==> src/hw/rtl/oahi_pkg.sv <==
// Shared types for the open-address hash insert block: word formats,
// function and status codes, controller states and control/status bundles.
// No dependencies.
package oahi_pkg;

    // Table geometry; the word formats below are sized for these values.
    localparam int TABLE_SLOTS    = 541;
    localparam int MAX_NAME_BYTES = 9;

    typedef enum logic [1:0] {
        FUNC_NAME  = 2'd0,
        FUNC_READ  = 2'd1,
        FUNC_CLEAR = 2'd2,
        FUNC_NOP   = 2'd3
    } func_t;

    typedef enum logic [1:0] {
        STAT_INSERTED = 2'd0,
        STAT_FULL     = 2'd1,
        STAT_TOO_LONG = 2'd2,
        STAT_DONE     = 2'd3
    } status_t;

    typedef struct packed {
        logic [1:0] func;
        logic [7:0] name_char;
        logic       last;
        logic [9:0] read_slot;
        logic [3:0] char_pos;
    } item_t;

    typedef struct packed {
        logic [1:0]  status;
        logic [9:0]  slot;
        logic [9:0]  probes;
        logic        occupied;
        logic [15:0] collisions;
        logic [7:0]  name_byte;
    } result_t;

    typedef enum logic [3:0] {
        S_CLR,
        S_IDLE,
        S_SQ,
        S_LD,
        S_MOD,
        S_PRB_RD,
        S_PRB_CHK,
        S_RD,
        S_RD_DATA,
        S_RESP
    } state_t;

    typedef struct packed {
        logic acc_name;
        logic acc_read;
        logic sq_load;
        logic mod_load;
        logic mod_step;
        logic probe_init;
        logic probe_rd;
        logic probe_wr;
        logic slot_rd;
        logic clr_init;
        logic clr_wr;
        logic name_done;
        logic res_too_long;
        logic res_ins;
        logic res_full;
        logic res_read;
        logic res_clear;
        logic out_load;
    } cmd_t;

    typedef struct packed {
        logic mod_done;
        logic name_last;
        logic too_long;
        logic slot_free;
        logic probe_last;
        logic clr_last;
        logic out_free;
    } sts_t;

endpackage

==> src/hw/rtl/oahi_ctrl.sv <==
// Controller state machine for the open-address hash insert block.
// Depends on oahi_pkg; drives oahi_dp through cmd_t and watches sts_t.
module oahi_ctrl (
    input  logic            clk,
    input  logic            rst_n,
    input  logic            item_valid,
    input  logic [1:0]      func,
    output logic            item_stall,
    output oahi_pkg::cmd_t  cmd,
    input  oahi_pkg::sts_t  sts
);

    oahi_pkg::state_t state_reg, state_next;
    logic             clr_rsp_reg, clr_rsp_next;

    always_ff @(posedge clk or negedge rst_n)
    begin
        if (!rst_n)
        begin
            state_reg   <= oahi_pkg::S_CLR;
            clr_rsp_reg <= 1'b0;
        end
        else
        begin
            state_reg   <= state_next;
            clr_rsp_reg <= clr_rsp_next;
        end
    end

    assign item_stall = (state_reg != oahi_pkg::S_IDLE);

    always_comb
    begin
        state_next   = state_reg;
        clr_rsp_next = clr_rsp_reg;
        cmd          = '0;
        unique case (state_reg)
            oahi_pkg::S_CLR:
            begin
                cmd.clr_wr = 1'b1;
                if (sts.clr_last)
                begin
                    state_next   = clr_rsp_reg ? oahi_pkg::S_RESP : oahi_pkg::S_IDLE;
                    clr_rsp_next = 1'b0;
                end
            end
            oahi_pkg::S_IDLE:
            begin
                if (item_valid)
                begin
                    unique case (func)
                        oahi_pkg::FUNC_NAME:
                        begin
                            cmd.acc_name = 1'b1;
                            state_next   = oahi_pkg::S_SQ;
                        end
                        oahi_pkg::FUNC_READ:
                        begin
                            cmd.acc_read = 1'b1;
                            state_next   = oahi_pkg::S_RD;
                        end
                        oahi_pkg::FUNC_CLEAR:
                        begin
                            cmd.clr_init  = 1'b1;
                            cmd.res_clear = 1'b1;
                            clr_rsp_next  = 1'b1;
                            state_next    = oahi_pkg::S_CLR;
                        end
                        default:
                        begin
                            // unknown function: drop the word
                            state_next = oahi_pkg::S_IDLE;
                        end
                    endcase
                end
            end
            oahi_pkg::S_SQ:
            begin
                cmd.sq_load = 1'b1;
                state_next  = oahi_pkg::S_LD;
            end
            oahi_pkg::S_LD:
            begin
                cmd.mod_load = 1'b1;
                state_next   = oahi_pkg::S_MOD;
            end
            oahi_pkg::S_MOD:
            begin
                cmd.mod_step = 1'b1;
                if (sts.mod_done)
                begin
                    priority if (!sts.name_last)
                        state_next = oahi_pkg::S_IDLE;
                    else if (sts.too_long)
                    begin
                        cmd.res_too_long = 1'b1;
                        cmd.name_done    = 1'b1;
                        state_next       = oahi_pkg::S_RESP;
                    end
                    else
                    begin
                        cmd.probe_init = 1'b1;
                        state_next     = oahi_pkg::S_PRB_RD;
                    end
                end
            end
            oahi_pkg::S_PRB_RD:
            begin
                cmd.probe_rd = 1'b1;
                state_next   = oahi_pkg::S_PRB_CHK;
            end
            oahi_pkg::S_PRB_CHK:
            begin
                cmd.probe_wr = 1'b1;
                priority if (sts.slot_free)
                begin
                    cmd.res_ins   = 1'b1;
                    cmd.name_done = 1'b1;
                    state_next    = oahi_pkg::S_RESP;
                end
                else if (sts.probe_last)
                begin
                    cmd.res_full  = 1'b1;
                    cmd.name_done = 1'b1;
                    state_next    = oahi_pkg::S_RESP;
                end
                else
                    state_next = oahi_pkg::S_PRB_RD;
            end
            oahi_pkg::S_RD:
            begin
                cmd.slot_rd = 1'b1;
                state_next  = oahi_pkg::S_RD_DATA;
            end
            oahi_pkg::S_RD_DATA:
            begin
                cmd.res_read = 1'b1;
                state_next   = oahi_pkg::S_RESP;
            end
            oahi_pkg::S_RESP:
            begin
                if (sts.out_free)
                begin
                    cmd.out_load = 1'b1;
                    state_next   = oahi_pkg::S_IDLE;
                end
            end
            default:
            begin
                state_next = oahi_pkg::S_IDLE;
            end
        endcase
    end

endmodule

==> config.mk <==
export PLATFORM = sky130hd
export DESIGN_NAME = oahi_ctrl
export DESIGN_NICKNAME = d
export VERILOG_FILES = /design/src/hw/rtl/oahi_pkg.sv /design/src/hw/rtl/oahi_ctrl.sv
export SDC_FILE = /design/constraint.sdc
export NUM_CORES = 1
export LEC_CHECK = 0
export BUFFER_PORTS_ARGS = -buffer_cell sky130_fd_sc_hd__buf_4
export CAP_MARGIN = 20
export CORE_MARGIN = 5
export CORE_UTILIZATION = 43
export DETAILED_ROUTE_END_ITERATION = 12
export GPL_TIMING_DRIVEN = 0
export HOLD_SLACK_MARGIN = 0.05
export PLACE_DENSITY_LB_ADDON = 0.08
export SLEW_MARGIN = 10
export SYNTH_ARGS = -nofsm -noshare
export SYNTH_HDL_FRONTEND = slang
export SYNTH_SLANG_ARGS = --single-unit
==> constraint.sdc <==
create_clock -name clk -period 1.8 [get_ports clk]
set_clock_uncertainty 0.05 [all_clocks]
set_input_delay 0 -clock clk [delete_from_list [all_inputs] [get_ports clk]]
set_output_delay 0 -clock clk [all_outputs]
set_load 0.01 [all_outputs]
==> results.toml, run 1 <==
[synthesis]
async_reset_ff_share_pct = 100
yosysUniqueCellTypes = 39
syn_avg_cell_area_um2 = 8.10
synth_top_area_share_pct = 20.9
yosysWarningCount = 0
synth.most_common_cell = "nor2_1"
synthTopCellsByCount = "nor2_1 (10), nor3_1 (7), nand2_1 (6), dfrtp_1 (5)"
synth_top_flop_cell = "dfrtp_1"
synth.area.top_cells = "dfrtp_1 (21%), nor2_1 (6.3%), nor3_1 (5.8%)"
syn_inst = 74
yosys.area.top_type = "dfrtp_1"
synth.net_count = 86
synth_edf_count = 0
syn_area_um2 = 599
seq_area_frac_synth_pct = 20.9
ys_seq_elements = 5

[timing]
finalCriticalPeriod_ps = 1710
setup_viol = 0
hold_viol_final = 0
fmax_ghz = 0.585
slew_viol_final = 0
max_slew_margin_pct = 78.1
hold_ws_ps = 53.9
fin_crit_sh_pct = 94.9
rsz0062_at_grt = "no"
setup_ws_ps = 91.1
worst_pin_slew_ps = 328
setup_tns_ps = 0

[critical_path]
critPathLaunchType = "flop"
critPathCaptureType = "output pin"
critical_path_arrival_ps = 1660
cp_max_fo = 10
cp.required_ps = 1750
criticalPathCategory = "flop to output pin"

[clock_tree]
clkSinkCount = 5
cts_tree = "done"
cts_buffer_depth = 2
path_clk_slew_ps = 40
cts.htree.levels = 1
clk_latency_ps = 250
cts_buffers = 3
root_buffer = "clkbuf_4"

[power_and_ir_drop]
p_per_area_nw_per_um2 = 1300
ir_drop_mv = 0.952
combPwrFrac_pct = 73.2
clkPwrFrac_pct = 10.7
power.share.sequential_pct = 16.1
switchingPower_mw = 0.569
switching_share_pct = 46.0
leakage_nw = 0.470
internal_power_mw = 0.668

[floorplan]
rows = 13
die_y_um = 47.3
initial_core_util_pct = 45.5
core-area_um2 = 1320
io_pins = 31
die_x_um = 47.3
die_area_um2 = 2240

[routing]
drc = 0
drt-total-wl_um = 1800
drt-pass1-iter-count = 4
wl_per_cell_um = 13.8
drt-initial-drc-count = 27
via_per_inst = 5.49
vias = 719
ant_nets = 0

[global_routing]
grt_pass1_vias = 661
grt_pass1_wl_um = 2860
grt_start_max_net_pins = 11
grt_overflow = 0
antenna_found_initial = 0
grt_usage_pct = 18.2

[placed_design]
place_inst = 119
dp_slack_ps = 240
portBuffers = 30
hpwl_um = 1340
place_congestion = 0.856

[layout]
layout.nets = 129
layout.cells.non_filler = 131
finalCoreUtilization_pct = 72.3
drive_gt1_share_pct = 46.6
diodes = 0
area_growth_pct = 58.9
largest_reg_flops = 4

[outcome]
status = "complete, no violations"

[flow_run]
cap_violations = 0

[worst_hold_path]
hold_path_class = "input port to flop"
## power by group through the flow
stage	registers, mW	logic, mW	clock network [mW]
floorplan	0.192	0.633	0
global placement	0.204	0.871	0
detailed placement	0.202	0.884	0
CTS	0.200	0.901	0.137
global route	0.209	0.979	0.148
finish	0.199	0.905	0.133
## cell usage in the layout (no fill, tap or decap), types with 2 or more instances in the layout
| master | count |
|---|---|
| buf_4 | 33 |
| clkbuf_4 | 3 |
| dfrtp_1 | 5 |
| dlygate4sd3_1 | 8 |
| inv_1 | 3 |
| mux2i_1 | 2 |
| nand2_1 | 6 |
| nand2b_1 | 3 |
| nor2_1 | 9 |
| nor2_2 | 2 |
| nor2b_1 | 2 |
| nor3_1 | 7 |
| nor3_2 | 2 |
| o21ai_0 | 2 |
| o21ai_1 | 2 |
## repair_timing
| item | CTS | global route |
|---|---|---|
| endpoints found under the setup margin | 0 | 1 |
| hold buffers | 8 | 0 |
| buffers inserted | 0 | 0 |
| hold endpoints to repair | 8 | 0 |
| resized for setup | 0 | 1 |
## path summary, 6_finish.rpt
path,slack [ps],from,depth (start not counted),endpoint
worst max-delay path,90,state_reg[1],7,cmd[8]
worst min-delay path,50,sts[1],4,state_reg[0]
worst max register to register,220,state_reg[0],4,state_reg[2]
worst min register to register,590,clr_rsp_reg,2,clr_rsp_reg
max in group asynchronous,860,rst_n,3,state_reg[3]
min in group asynchronous,650,rst_n,3,state_reg[2]
## layout make-up
type                    instances  area, um^2
fillers                       121         365
inverters                       3        11.3
well taps                      15        18.8
flip-flops and latches          5         125
multi-input cells              60         413
plain buffers                   6        52.6
repair buffers                 38         305
clock buffers                   4        26.3
## metrics by stage
stage,cell area [um^2],power (mW)
floorplan,599,0.824
global placement,843,1.07
detailed placement,843,1.09
CTS,950,1.24
global route,952,1.34
finish,952,1.24
## cell families after synthesis
family,share of synthesized area [%]
simple gates,45.7
compound gates,19.4
buf+inv,10.6
flops,20.9
mux,3.34
## worst max-delay path: stages, from the launching register on
cell and delay [ps]:
dfrtp_1 370, buf_4 170, nand2b_4 180, nor3_4 180, nand2_1 130, nor2_2 150
buf_4 110, buf_4 100
## layer usage
metal | GRT usage [%] | vias to the layer above | part of all wire [%]
met1 | 22.0 | 336 | 39
li1 | - | 345 | -
met4 | 8.29 | 0 | 1.7
met5 | 0 | - | 0
met3 | 3.07 | 5 | 9.1
met2 | 31.0 | 33 | 51
Note: power is estimated with default switching activity, not from simulation.
==> run 2, diff against run 1 <==
==> constraint.sdc (replaced) <==
create_clock -name clk -period 1.8 [get_ports clk]
set_clock_uncertainty 0.05 [all_clocks]
set_input_delay 0.27 -clock clk [delete_from_list [all_inputs] [get_ports clk]]
set_output_delay 0.27 -clock clk [all_outputs]
set_load 0.01 [all_outputs]
==> results.toml, run 2 (synthesis results as in run 1) <==
[timing]
hold_viol_final = 0
fmax_ghz = 0.536
max_slew_margin_pct = 78.1
slew_viol_final = 0
finalCriticalPeriod_ps = 1870
rsz0062_at_grt = "yes"
setup_ws_ps = -66.2
setup_viol = 5
fin_crit_sh_pct = 104
worst_pin_slew_ps = 329

[critical_path]
critPathLaunchType = "flop"
critPathCaptureType = "output pin"
cpPeakStageDelay_ps = 380
cp_max_fo = 5
critical_path_arrival_ps = 1550
crit_chain = "buf_6, nand2b_4, nor3_4, nand2_2, nor3_2, buf_4"
cp.required_ps = 1480
cp_slowest_cell = "dfrtp_1"
criticalPathCategory = "flop to output pin"

[outcome]
violations = "negative setup slack"
status = "finished with violations"

[floorplan]
core-area_um2 = 1320
die_x_um = 47.3
initial_core_util_pct = 45.5
io_pins = 31
rows = 13
die_y_um = 47.3
die_area_um2 = 2240

[global_routing]
grt_pass1_wl_um = 2930
antenna_found_initial = 0
grt_pass1_vias = 673
grt_usage_pct = 19.0
grt_overflow = 0
grt_start_max_net_pins = 11

[routing]
drt-pass1-iter-count = 4
wl_per_cell_um = 14.9
via_per_inst = 5.60
drt-total-wl_um = 1950
ant_nets = 0
drc = 0
drt-initial-drc-count = 22
vias = 734

[worst_hold_path]
hold_path_class = "input port to flop"

[layout]
drive_gt1_share_pct = 56.9
fin_area_um2 = 978
layout.nets = 129
largest_reg_flops = 4
layout.cells.non_filler = 131
layout_commonest_cell = "buf_4"
fillCellCount = 115
diodes = 0
area_growth_pct = 63.3
final_cell_mix = "buf_4 (37), nor2_1 (7), nor3_1 (6)"

[placed_design]
hpwl_um = 1340
portBuffers = 30
dpl_cell_area_um2 = 843
place_inst = 119
place_congestion = 0.856

[clock_tree]
cts_tree = "done"
root_buffer = "clkbuf_4"
clk_latency_ps = 250
cts.htree.levels = 1
cts_buffers = 3
path_clk_slew_ps = 40
cts_buffer_depth = 2
clkSinkCount = 5

[power_and_ir_drop]
power.total_mw = 1.41
leakage_nw = 0.481
p_per_area_nw_per_um2 = 1440
ir_drop_mv = 0.871

[flow_run]
cap_violations = 0
run 2: cell count changes in the layout (fill, tap and decap cells not counted), moves of 2 or more:
cell | previous run | this run
buf_4 | 33 | 37
buf_6 | 1 | 4
nor2_4 | 0 | 2
dlygate4sd3_1 | 8 | 1
nor2_1 | 9 | 7
run 2: worst max-delay path, delay by kind of cell (launching register included):
family                 cells  cell delay (ps)
AND/OR/NAND/NOR            4              650
flip-flops                 1              380
buffers and inverters      2              270
run 2: layout make-up:
class / count / area [um^2] / area share, %
Multi-Input combinational cell: 60 / 444 / 45.4
Timing Repair Buffer: 38 / 295 / 30.2
Sequential cell: 5 / 126 / 12.9
Buffer: 6 / 56.3 / 5.75
Clock buffer: 4 / 26.3 / 2.69
Tap cell: 15 / 18.8 / 1.92
Inverter: 3 / 11.3 / 1.15
run 2: worst paths after layout:
check	cells past startpoint	from	endpoint	slack, ps
max	6	state_reg[1]	cmd[17]	-70
min reg2reg	2	clr_rsp_reg	clr_rsp_reg	590
min in group asynchronous	2	rst_n	state_reg[2]	340
max reg2reg	6	state_reg[1]	state_reg[2]	190
min	2	sts[6]	state_reg[2]	210
max in group asynchronous	2	rst_n	state_reg[2]	1250
run 2: routing by layer:
metal	up-vias	track usage (%)	part of all wire (%)
met4	0	8.29	2.3
met1	344	22.3	39
li1	348	-	-
met3	7	3.07	8.1
met5	-	0	0
met2	35	33.4	51
run 2: power by group:
group,switching [mW],internal [mW],total [mW]
sequential,0.0350,0.163,0.197
clock,0.0489,0.0840,0.133
combinational,0.553,0.526,1.08
run 2: repair_timing:
item	in CTS	in global routing
endpoints found under the hold margin	5	0
pin swaps	3	3
endpoints found under the setup margin	8	11
cloned	0	0
setup buffers	6	1
resized for setup	8	6
hold buffers	1	0
run 2: metrics by stage:
step | hold WS (ps) | util, % | setup slack, ps | TNS, ps
3_5_place_dp | 23.0 | 64.0 | 95.6 | 0
6_report | 213 | 74.3 | -66.2 | -248
5_1_grt | 211 | 74.3 | -121 | -755
2_1_floorplan | -75.6 | - | 188 | 0
4_1_cts | 208 | 72.0 | -74.8 | -180
3_3_place_gp | 20.9 | 64.0 | 91.8 | 0
